File: config.mk
export PLATFORM = sky130hd
export DESIGN_NAME = sequence_reorder_buffer
export DESIGN_NICKNAME = d
export VERILOG_FILES = /design/src/design/srb_pkg.sv /design/src/design/srb_cell.sv /design/src/design/sequence_reorder_buffer.sv
export SDC_FILE = /design/constraint.sdc
export NUM_CORES = 2
export LEC_CHECK = 0
export ABC_AREA = 0
export BUFFER_PORTS_ARGS = -buffer_cell sky130_fd_sc_hd__buf_2
export CAP_MARGIN = 0
export CORE_ASPECT_RATIO = 0.7
export CORE_MARGIN = 1.5
export CORE_UTILIZATION = 59
export CTS_BUF_LIST = sky130_fd_sc_hd__clkbuf_8
export DETAILED_ROUTE_END_ITERATION = 10
export GPL_TIMING_DRIVEN = 0
export HOLD_SLACK_MARGIN = 0.15
export PLACE_DENSITY = 0.79
export SKIP_LAST_GASP = 1
export SLEW_MARGIN = 20
export SYNTH_ARGS = -nofsm -noshare
export SYNTH_HDL_FRONTEND = slang
export SYNTH_HIERARCHICAL = 1
export SYNTH_SLANG_ARGS = --single-unit
File: constraint.sdc
create_clock -name aclk -period 6.2 [get_ports aclk]
set_clock_uncertainty 0.2 [all_clocks]
set_input_delay 0 -clock aclk [delete_from_list [all_inputs] [get_ports aclk]]
set_output_delay 0 -clock aclk [all_outputs]
set_load 0.02 [all_outputs]
File: src/design/srb_pkg.sv
// Shared types and constants for the sequence reorder buffer.
`timescale 1ns / 1ps
`default_nettype none
package srb_pkg;

    localparam int DEPTH   = 16;
    localparam int ID_W    = 16;
    localparam int PAY_W   = 16;
    localparam int WANT_W  = 17;
    localparam int KIND_W  = 3;

    localparam logic CMD_INSERT = 1'b0;
    localparam logic CMD_DRAIN  = 1'b1;

    localparam logic [KIND_W-1:0] KIND_INSERTED  = 3'd0;
    localparam logic [KIND_W-1:0] KIND_DUPLICATE = 3'd1;
    localparam logic [KIND_W-1:0] KIND_FULL      = 3'd2;
    localparam logic [KIND_W-1:0] KIND_DRAINED   = 3'd3;
    localparam logic [KIND_W-1:0] KIND_EMPTY     = 3'd4;

    typedef struct packed {
        logic             valid;
        logic [ID_W-1:0]  id;
        logic [PAY_W-1:0] payload;
    } cell_data_t;

    typedef struct packed {
        logic ins;
        logic pop;
    } cell_ctrl_t;

endpackage
`default_nettype wire

File: src/design/srb_cell.sv
// One cell of the sorted chain: holds an entry, shifts right on insert, left on pop.
`timescale 1ns / 1ps
`default_nettype none
module srb_cell
    import srb_pkg::*;
(
    input  wire logic             aclk,
    input  wire logic             aresetn,
    input  wire cell_ctrl_t       ctrl,
    input  wire logic [ID_W-1:0]  new_id,
    input  wire logic [PAY_W-1:0] new_payload,
    input  wire cell_data_t       prev_data,
    input  wire logic             prev_gt,
    input  wire cell_data_t       next_data,
    output cell_data_t            data,
    output logic                  gt,
    output logic                  dup
);

    cell_data_t data_reg;
    cell_data_t data_next;

    assign data = data_reg;
    assign gt   = !data_reg.valid || (data_reg.id > new_id);
    assign dup  = data_reg.valid && (data_reg.id == new_id);

    always_comb begin
        data_next = data_reg;
        if (ctrl.pop) begin
            data_next = next_data;
        end else if (ctrl.ins) begin
            if (prev_gt) begin
                data_next = prev_data;
            end else if (gt) begin
                data_next.valid   = 1'b1;
                data_next.id      = new_id;
                data_next.payload = new_payload;
            end
        end
    end

    always_ff @(posedge aclk) begin
        data_reg.id      <= data_next.id;
        data_reg.payload <= data_next.payload;
        if (!aresetn) begin
            data_reg.valid <= 1'b0;
        end else begin
            data_reg.valid <= data_next.valid;
        end
    end

endmodule
`default_nettype wire

File: src/design/sequence_reorder_buffer.sv
// Top level of the sequence reorder buffer: cell chain, command control and result register.
// Usage:
//   The s_ channel carries commands. An insert (s_command 0) places s_msg_id and
//   s_payload_handle into a chain of DEPTH cells kept sorted by ascending id and
//   gives one result: inserted, duplicate dropped or full dropped. A drain
//   (s_command 1) pops entries from the head while each id is s_last_written
//   plus one, then the popped id plus one, giving one result per popped entry,
//   or a single "nothing drained" result when the head does not match.
//   m_last marks the final result of each command.
// Timing:
//   An insert is resolved at its accepting edge and its result is on the m_
//   channel the next cycle; with m_ready high inserts sustain one per cycle.
//   A drain is accepted into the drain state, which then takes each result from the
//   head cell, or gives the nothing-drained result, and holds while the result
//   register is not free; the chain shifts one place per popped entry.
// Reset:
//   aresetn (synchronous, active low) empties the chain at once; no clearing pass.
// Stalls:
//   While a result waits with m_ready low, the result register and the chain
//   hold and s_ready stays low.
`timescale 1ns / 1ps
`default_nettype none
module sequence_reorder_buffer
    import srb_pkg::*;
(
    input  wire logic              aclk,
    input  wire logic              aresetn,
    input  wire logic              s_valid,
    output logic                   s_ready,
    input  wire logic              s_command,
    input  wire logic [ID_W-1:0]   s_msg_id,
    input  wire logic [PAY_W-1:0]  s_payload_handle,
    input  wire logic [WANT_W-1:0] s_last_written,
    output logic                   m_valid,
    input  wire logic              m_ready,
    output logic [KIND_W-1:0]      m_kind,
    output logic [ID_W-1:0]        m_out_id,
    output logic [PAY_W-1:0]       m_out_payload,
    output logic [WANT_W-1:0]      m_next_expected,
    output logic                   m_last
);

    localparam logic ST_IDLE  = 1'b0;
    localparam logic ST_DRAIN = 1'b1;

    logic              state_reg, state_next;
    logic [WANT_W-1:0] want_reg, want_next;
    logic              m_valid_reg, m_valid_next;
    logic [KIND_W-1:0] kind_reg, kind_next;
    logic [ID_W-1:0]   id_reg, id_next;
    logic [PAY_W-1:0]  pay_reg, pay_next;
    logic [WANT_W-1:0] nexp_reg, nexp_next;
    logic              last_reg, last_next;

    cell_data_t        cell_data [DEPTH];
    logic [DEPTH-1:0]  cell_gt;
    logic [DEPTH-1:0]  cell_dup;
    logic [DEPTH-1:0]  cell_valid;
    cell_ctrl_t        ctrl;

    logic              out_free;
    logic              accept;
    logic              any_dup;
    logic              full;
    logic              head_match;
    logic [WANT_W-1:0] head_plus;
    logic              run_ends;

    genvar g;
    generate
        for (g = 0; g < DEPTH; g++) begin : g_cell
            cell_data_t prev_d;
            cell_data_t next_d;
            logic       prev_g;
            if (g == 0) begin : g_head
                assign prev_d = '0;
                assign prev_g = 1'b0;
            end else begin : g_mid
                assign prev_d = cell_data[g-1];
                assign prev_g = cell_gt[g-1];
            end
            if (g == DEPTH - 1) begin : g_tail
                assign next_d = '0;
            end else begin : g_body
                assign next_d = cell_data[g+1];
            end
            srb_cell u_cell (
                .aclk        (aclk),
                .aresetn     (aresetn),
                .ctrl        (ctrl),
                .new_id      (s_msg_id),
                .new_payload (s_payload_handle),
                .prev_data   (prev_d),
                .prev_gt     (prev_g),
                .next_data   (next_d),
                .data        (cell_data[g]),
                .gt          (cell_gt[g]),
                .dup         (cell_dup[g])
            );
            assign cell_valid[g] = cell_data[g].valid;
        end
    endgenerate

    assign out_free   = !m_valid_reg || m_ready;
    assign s_ready    = (state_reg == ST_IDLE) && out_free;
    assign accept     = s_valid && s_ready;
    assign any_dup    = |cell_dup;
    assign full       = cell_valid[DEPTH-1];
    assign head_match = cell_data[0].valid && ({1'b0, cell_data[0].id} == want_reg);
    assign head_plus  = {1'b0, cell_data[0].id} + WANT_W'(1);
    assign run_ends   = !(cell_data[1].valid && ({1'b0, cell_data[1].id} == head_plus));

    always_comb begin
        state_next   = state_reg;
        want_next    = want_reg;
        m_valid_next = m_valid_reg;
        kind_next    = kind_reg;
        id_next      = id_reg;
        pay_next     = pay_reg;
        nexp_next    = nexp_reg;
        last_next    = last_reg;
        ctrl         = '0;

        if (m_valid_reg && m_ready) begin
            m_valid_next = 1'b0;
        end

        case (state_reg)
            ST_IDLE: begin
                if (accept) begin
                    if (s_command == CMD_INSERT) begin
                        m_valid_next = 1'b1;
                        id_next      = s_msg_id;
                        pay_next     = '0;
                        nexp_next    = '0;
                        last_next    = 1'b1;
                        if (any_dup) begin
                            kind_next = KIND_DUPLICATE;
                        end else if (full) begin
                            kind_next = KIND_FULL;
                        end else begin
                            kind_next = KIND_INSERTED;
                            ctrl.ins  = 1'b1;
                        end
                    end else begin
                        want_next  = s_last_written + WANT_W'(1);
                        state_next = ST_DRAIN;
                    end
                end
            end
            ST_DRAIN: begin
                if (out_free) begin
                    m_valid_next = 1'b1;
                    if (head_match) begin
                        kind_next = KIND_DRAINED;
                        id_next   = cell_data[0].id;
                        pay_next  = cell_data[0].payload;
                        nexp_next = head_plus;
                        last_next = run_ends;
                        want_next = head_plus;
                        ctrl.pop  = 1'b1;
                        if (run_ends) begin
                            state_next = ST_IDLE;
                        end
                    end else begin
                        kind_next  = KIND_EMPTY;
                        id_next    = '0;
                        pay_next   = '0;
                        nexp_next  = '0;
                        last_next  = 1'b1;
                        state_next = ST_IDLE;
                    end
                end
            end
            default: begin
                state_next = ST_IDLE;
            end
        endcase
    end

    always_ff @(posedge aclk) begin
        want_reg <= want_next;
        kind_reg <= kind_next;
        id_reg   <= id_next;
        pay_reg  <= pay_next;
        nexp_reg <= nexp_next;
        last_reg <= last_next;
        if (!aresetn) begin
            state_reg   <= ST_IDLE;
            m_valid_reg <= 1'b0;
        end else begin
            state_reg   <= state_next;
            m_valid_reg <= m_valid_next;
        end
    end

    assign m_valid         = m_valid_reg;
    assign m_kind          = kind_reg;
    assign m_out_id        = id_reg;
    assign m_out_payload   = pay_reg;
    assign m_next_expected = nexp_reg;
    assign m_last          = last_reg;

    a_chain_packed: assert property (@(posedge aclk) disable iff (!aresetn)
        ((cell_valid + DEPTH'(1)) & cell_valid) == '0)
        else $error("occupied cells not contiguous from head");

    a_insert_result: assert property (@(posedge aclk) disable iff (!aresetn)
        accept && (s_command == CMD_INSERT) |=> m_valid && m_last)
        else $error("insert gave no single result");

    a_drain_next: assert property (@(posedge aclk) disable iff (!aresetn)
        m_valid && (m_kind == KIND_DRAINED) |->
            m_next_expected == ({1'b0, m_out_id} + WANT_W'(1)))
        else $error("drained result carries wrong next id");

    a_busy_drain: assert property (@(posedge aclk) disable iff (!aresetn)
        (state_reg == ST_DRAIN) |-> !s_ready)
        else $error("command taken during drain");

endmodule
`default_nettype wire

## After elaboration in Yosys (flattened, before gate mapping)

Index checks and enable logic that the tools add are counted.

- Register bits after elaboration: 600
- Input bits: 54

- Bitwise operators: 2
- Order comparisons: 16
- Reductions and logical operators: 93
- Multiplexer cells: 112
- Equality and inequality tests: 23
- $add $sub $neg: 2

Operators by type and width:

| operator | number |
|---|---|
| two-way mux 33 bit | 61 |
| == test 16 bit | 16 |
| greater-than comparator 16 bit | 16 |
| two-way mux 17 bit | 8 |
| two-way mux 16 bit | 8 |
| case mux 17 bit (2 select lines) | 2 |
| case mux 16 bit (2 select lines) | 2 |
| nonzero test 3 bit | 14 |
| == test 16 x 17 -> 1 bit | 2 |
| AND reduction 2 bit | 16 |
| logical AND 1 bit | 21 |
| two-way mux 1 bit | 21 |
| zero test 1 bit | 18 |
| adder 16 x 1 -> 17 bit, second input constant | 1 |
| adder 17 x 1 -> 17 bit, second input constant | 1 |
| logical OR 1 bit | 17 |
| OR reduction 16 bit | 1 |
| two-way mux 3 bit | 4 |
| != test 2 bit, second input constant | 3 |
| case mux 1 bit (2 select lines) | 3 |
| case mux 3 bit (2 select lines) | 1 |
| nonzero test 2 bit | 3 |
| two-way mux 2 bit | 2 |
| != test 2 x 1 -> 1 bit, second input constant | 2 |
| 4 further kinds | 5 |

## Longest topological paths before layout

- Depth after elaboration: 9
- Gate-level depth with buffers: 13

## Hierarchy

The synthesis kept the hierarchy.

By module, submodules not included:

| module | sequential area each (sq um) | times used | cells each | area an instance (sq um) |
|---|---|---|---|---|
| srb_cell | 980.9 | 16 | 210 | 2112.0 |
| sequence_reorder_buffer | 2142.1 | 1 | 403 | 4339.2 |

## Worst setup path after synthesis

Ideal clock, no wire load.

- Path type: reg2reg
- Start point: register g_cell[0].u_cell.data_reg, in the netlist g_cell[0].u_cell/data[23]
- End point: register g_cell[0].u_cell.data_reg, in the netlist g_cell[0].u_cell/data[0] (enable)
- Cell stages (with the launch flop): 9
- Period minus slack after synthesis: 5861 ps
- Arrival time: 5310 ps
- Required time: 5648 ps
- Path slack: 339 ps
- Cell sequence: edfxtp_1 -> buf_4 -> xnor2_1 -> nand4_1 -> nor4_1 -> nand3_1 -> nor2_1 -> or4_4 -> o221a_4

RTL lines:

| item | line | source |
|---|---|---|
| start, declared | srb_cell.sv:20 | `cell_data_t data_reg;` |

==> flow_summary.yaml <==
clock_tree:
  tritoncts: "built"
  clk_pin_slew_ps: 70
  cts_sinks: 600
  numCtsBuffers: 95
  clock_latency_ps: 720
  clockBufferDepth: 3
  htree_levels: 3
  cts-root-buf: "clkbuf_8"
  cts_setup_buffers: 0
  ctsResizeCount: 0
yosys:
  ys_warn_count: 6
  synth_area_um2: 38120
  avgSynthCellArea_um2: 10.14
  syn_inst: 3761
setup_path:
  arrival_ps: 6070
  path_depth: 12
  cp_num_buf_inv: 5
  endpoint_kind: "flop"
  crit_fanout: 32
  crit_slowest_cell: "nor4_1"
  rr_startpoint: "g_cell[0].u_cell/data[26]$_DFFE_PP_"
  worstPathRequired_ps: 6550
  r2r_cells: 12
  crit_path_start_kind: "flop"
  r2r-end: "g_cell[11].u_cell/data[22]$_DFFE_PP_"
  cpMostUsedCell: "clkbuf_1"
  rrSetupSlack_ps: 480
  worstPathCellList: "clkbuf_1, xnor2_1, nand4_1, nor4_1, nand3_1, nor2_4, buf_12, buf_12, clkbuf_1, clkbuf_1, nand2_1, o21ai_0"
  worstSetupPathType: "reg2reg"
  slowest_delay_ps: 810
  crit_family: "simple AND/OR/NAND/NOR gates"
route:
  dr.first_iter.drc_count: 3809
  drt_first_pass_iters: 5
  ant_nets: 0
  drc: 0
  via_count: 30571
  wire_per_inst_um: 20.42
  drt_wl_total_um: 102900
  avgViaCountPerCell: 6.068
floorplanning:
  std_cell_rows: 77
  initial_core_util_pct: 60.05
  die_w_um: 306.8
  dieArea_um2: 66170
  die_h_um: 215.7
  io_pins: 109
  core_area_um2: 63490
timing:
  rsz0062_at_grt: "no"
  report.final.slew_viol_count: 0
  whs_ps: 238.5
  fin_crit_sh_pct: 92.25
  hold_viol: 0
  min_period_ps: 5719
  slew_headroom_pct: 18.34
  worstMarginPinSlew_ps: 1194
  setup_viol: 0
  fmax_ghz: 0.1748
power:
  p_leak_uw: 0.01922
  p_clk_share_pct: 35.5
  p_comb_share_pct: 11.3
  ir_worst_vdd_mv: 0.1953
  pwr-share-seq_pct: 53.2
  p_int_uw: 6584
  p_sw_share_pct: 27.08
  power.density_nw_per_um2: 211.1
  netSwitchingPower_uw: 2445
finish:
  fin_cells: 5038
  area_growth_pct: 12.17
  final_nets: 4444
  drive_above_1_share_pct: 9.272
  largest_reg_flops: 528
global_routing:
  grt_max_degree: 36
  antenna_found_initial: 2
  grt_pass1_wl_um: 161200
  overflow: 0
  grt_pass1_vias: 29887
  grt_use_total_pct: 30.70
placed_design:
  dp_cells: 4770
  port_buffers: 108
  gp_congestion: 0.9693
  dp_hpwl_um: 75570
flow_run:
  drv_cap: 0
status:
  outcome: "finished clean"
hold_path:
  holdPathEnd: "g_cell[8].u_cell/data[0]$_DFFE_PP_"
  hold_path_class: "in2reg"
  whs_path_depth: 4
  min_from: "s_payload_handle[0]"
## per-stage QoR
step	TNS, ps	util, %	instance area [um^2]	setup slack, ps	total power [uW]
final	0	67.36	42760	480.8	9029
after global placement	-2087630	62.92	39950	-2123	5772
after global routing	0	67.35	42760	394.6	9342
after detailed placement	0	63.15	40090	1026	5816
after CTS	0	67.34	42760	969.2	9025
after floorplan	0	-	38370	338.7	5447
## placed cells by master, fill, tap and decap left out, types with 6 or more instances in the layout
cell type,instances
nand3_1,15
nor4_1,21
clkbuf_8,103
o21ai_0,557
a21o_1,17
conb_1,67
o221a_4,16
a21oi_1,107
ha_1,258
and3_1,27
dlygate4sd3_1,94
a22o_1,32
nor2_1,91
o2111ai_1,18
clkbuf_1,125
inv_1,343
buf_2,178
buf_4,6
nor3_1,18
nand4_1,51
mux2i_1,531
nand3_2,16
clkinv_2,11
xor2_1,19
and2_1,22
clkinv_1,17
or4_4,16
a21oi_2,16
o221ai_1,16
nand2_1,683
edfxtp_1,582
xnor2_1,42
nand2b_1,7
dfxtp_1,18
## timing repair
| item | 4_1_cts | 5_1_grt |
|---|---|---|
| hold endpoints to repair | 633 | 0 |
| setup endpoints to repair | 0 | 0 |
| hold buffers | 94 | 0 |
## power by group through the flow
stage / combinational, uW / clock (uW) / sequential [uW]
finish: 1020 / 3210 / 4800
detailed placement: 931 / 0 / 4880
global route: 1120 / 3400 / 4820
CTS: 986 / 3240 / 4800
floorplan: 583 / 0 / 4860
global placement: 885 / 0 / 4890
## how the worst max path moves through the flow
| stage | from | endpoint | slack [ps] |
|---|---|---|---|
| after floorplan | g_cell[0].u_cell/data[23]$_DFFE_PP_ | g_cell[0].u_cell/data[0]$_DFFE_PP_ | 340 |
| after global placement | g_cell[0].u_cell/data[26]$_DFFE_PP_ | g_cell[15].u_cell/data[3]$_DFFE_PP_ | -2120 |
| after detailed placement | g_cell[0].u_cell/data[26]$_DFFE_PP_ | g_cell[11].u_cell/data[6]$_DFFE_PP_ | 1030 |
| after CTS | g_cell[0].u_cell/data[26]$_DFFE_PP_ | g_cell[11].u_cell/data[22]$_DFFE_PP_ | 970 |
| after global routing | g_cell[0].u_cell/data[26]$_DFFE_PP_ | g_cell[12].u_cell/data[21]$_DFFE_PP_ | 390 |
| final | g_cell[0].u_cell/data[26]$_DFFE_PP_ | g_cell[11].u_cell/data[22]$_DFFE_PP_ | 480 |
## worst reg2reg max path: cells and delay by family (launching register included)
kind,cells,cell delay [ps]
AO/OA/AOI/OAI,1,110
XOR/XNOR,1,530
buffers and inverters,5,1850
flip-flops,1,460
AND/OR/NAND/NOR,5,2430
## metal layers
| layer | GRT usage (%) | share of wire, % | routed length (um) |
|---|---|---|---|
| met4 | 7.541 | 1.7 | 1761 |
| met2 | 41.99 | 40 | 41430 |
| met1 | 48.20 | 46 | 47810 |
| met5 | 1.163 | 0.10 | 103 |
| met3 | 7.424 | 11 | 11790 |
## cell type report
| type | count | area, um^2 |
|---|---|---|
| inverter | 308 | 1156 |
| clock inverter | 68 | 302.8 |
| antenna | 3 | 7.507 |
| sequential | 600 | 17840 |
| fill | 4917 | 20730 |
| clock buffer | 103 | 1418 |
| timing repair buffer | 208 | 1599 |
| multi-input combinational | 2714 | 18500 |
| buffer | 205 | 902.1 |
| tap | 829 | 1037 |
Note: power is estimated with default switching activity, not from simulation.
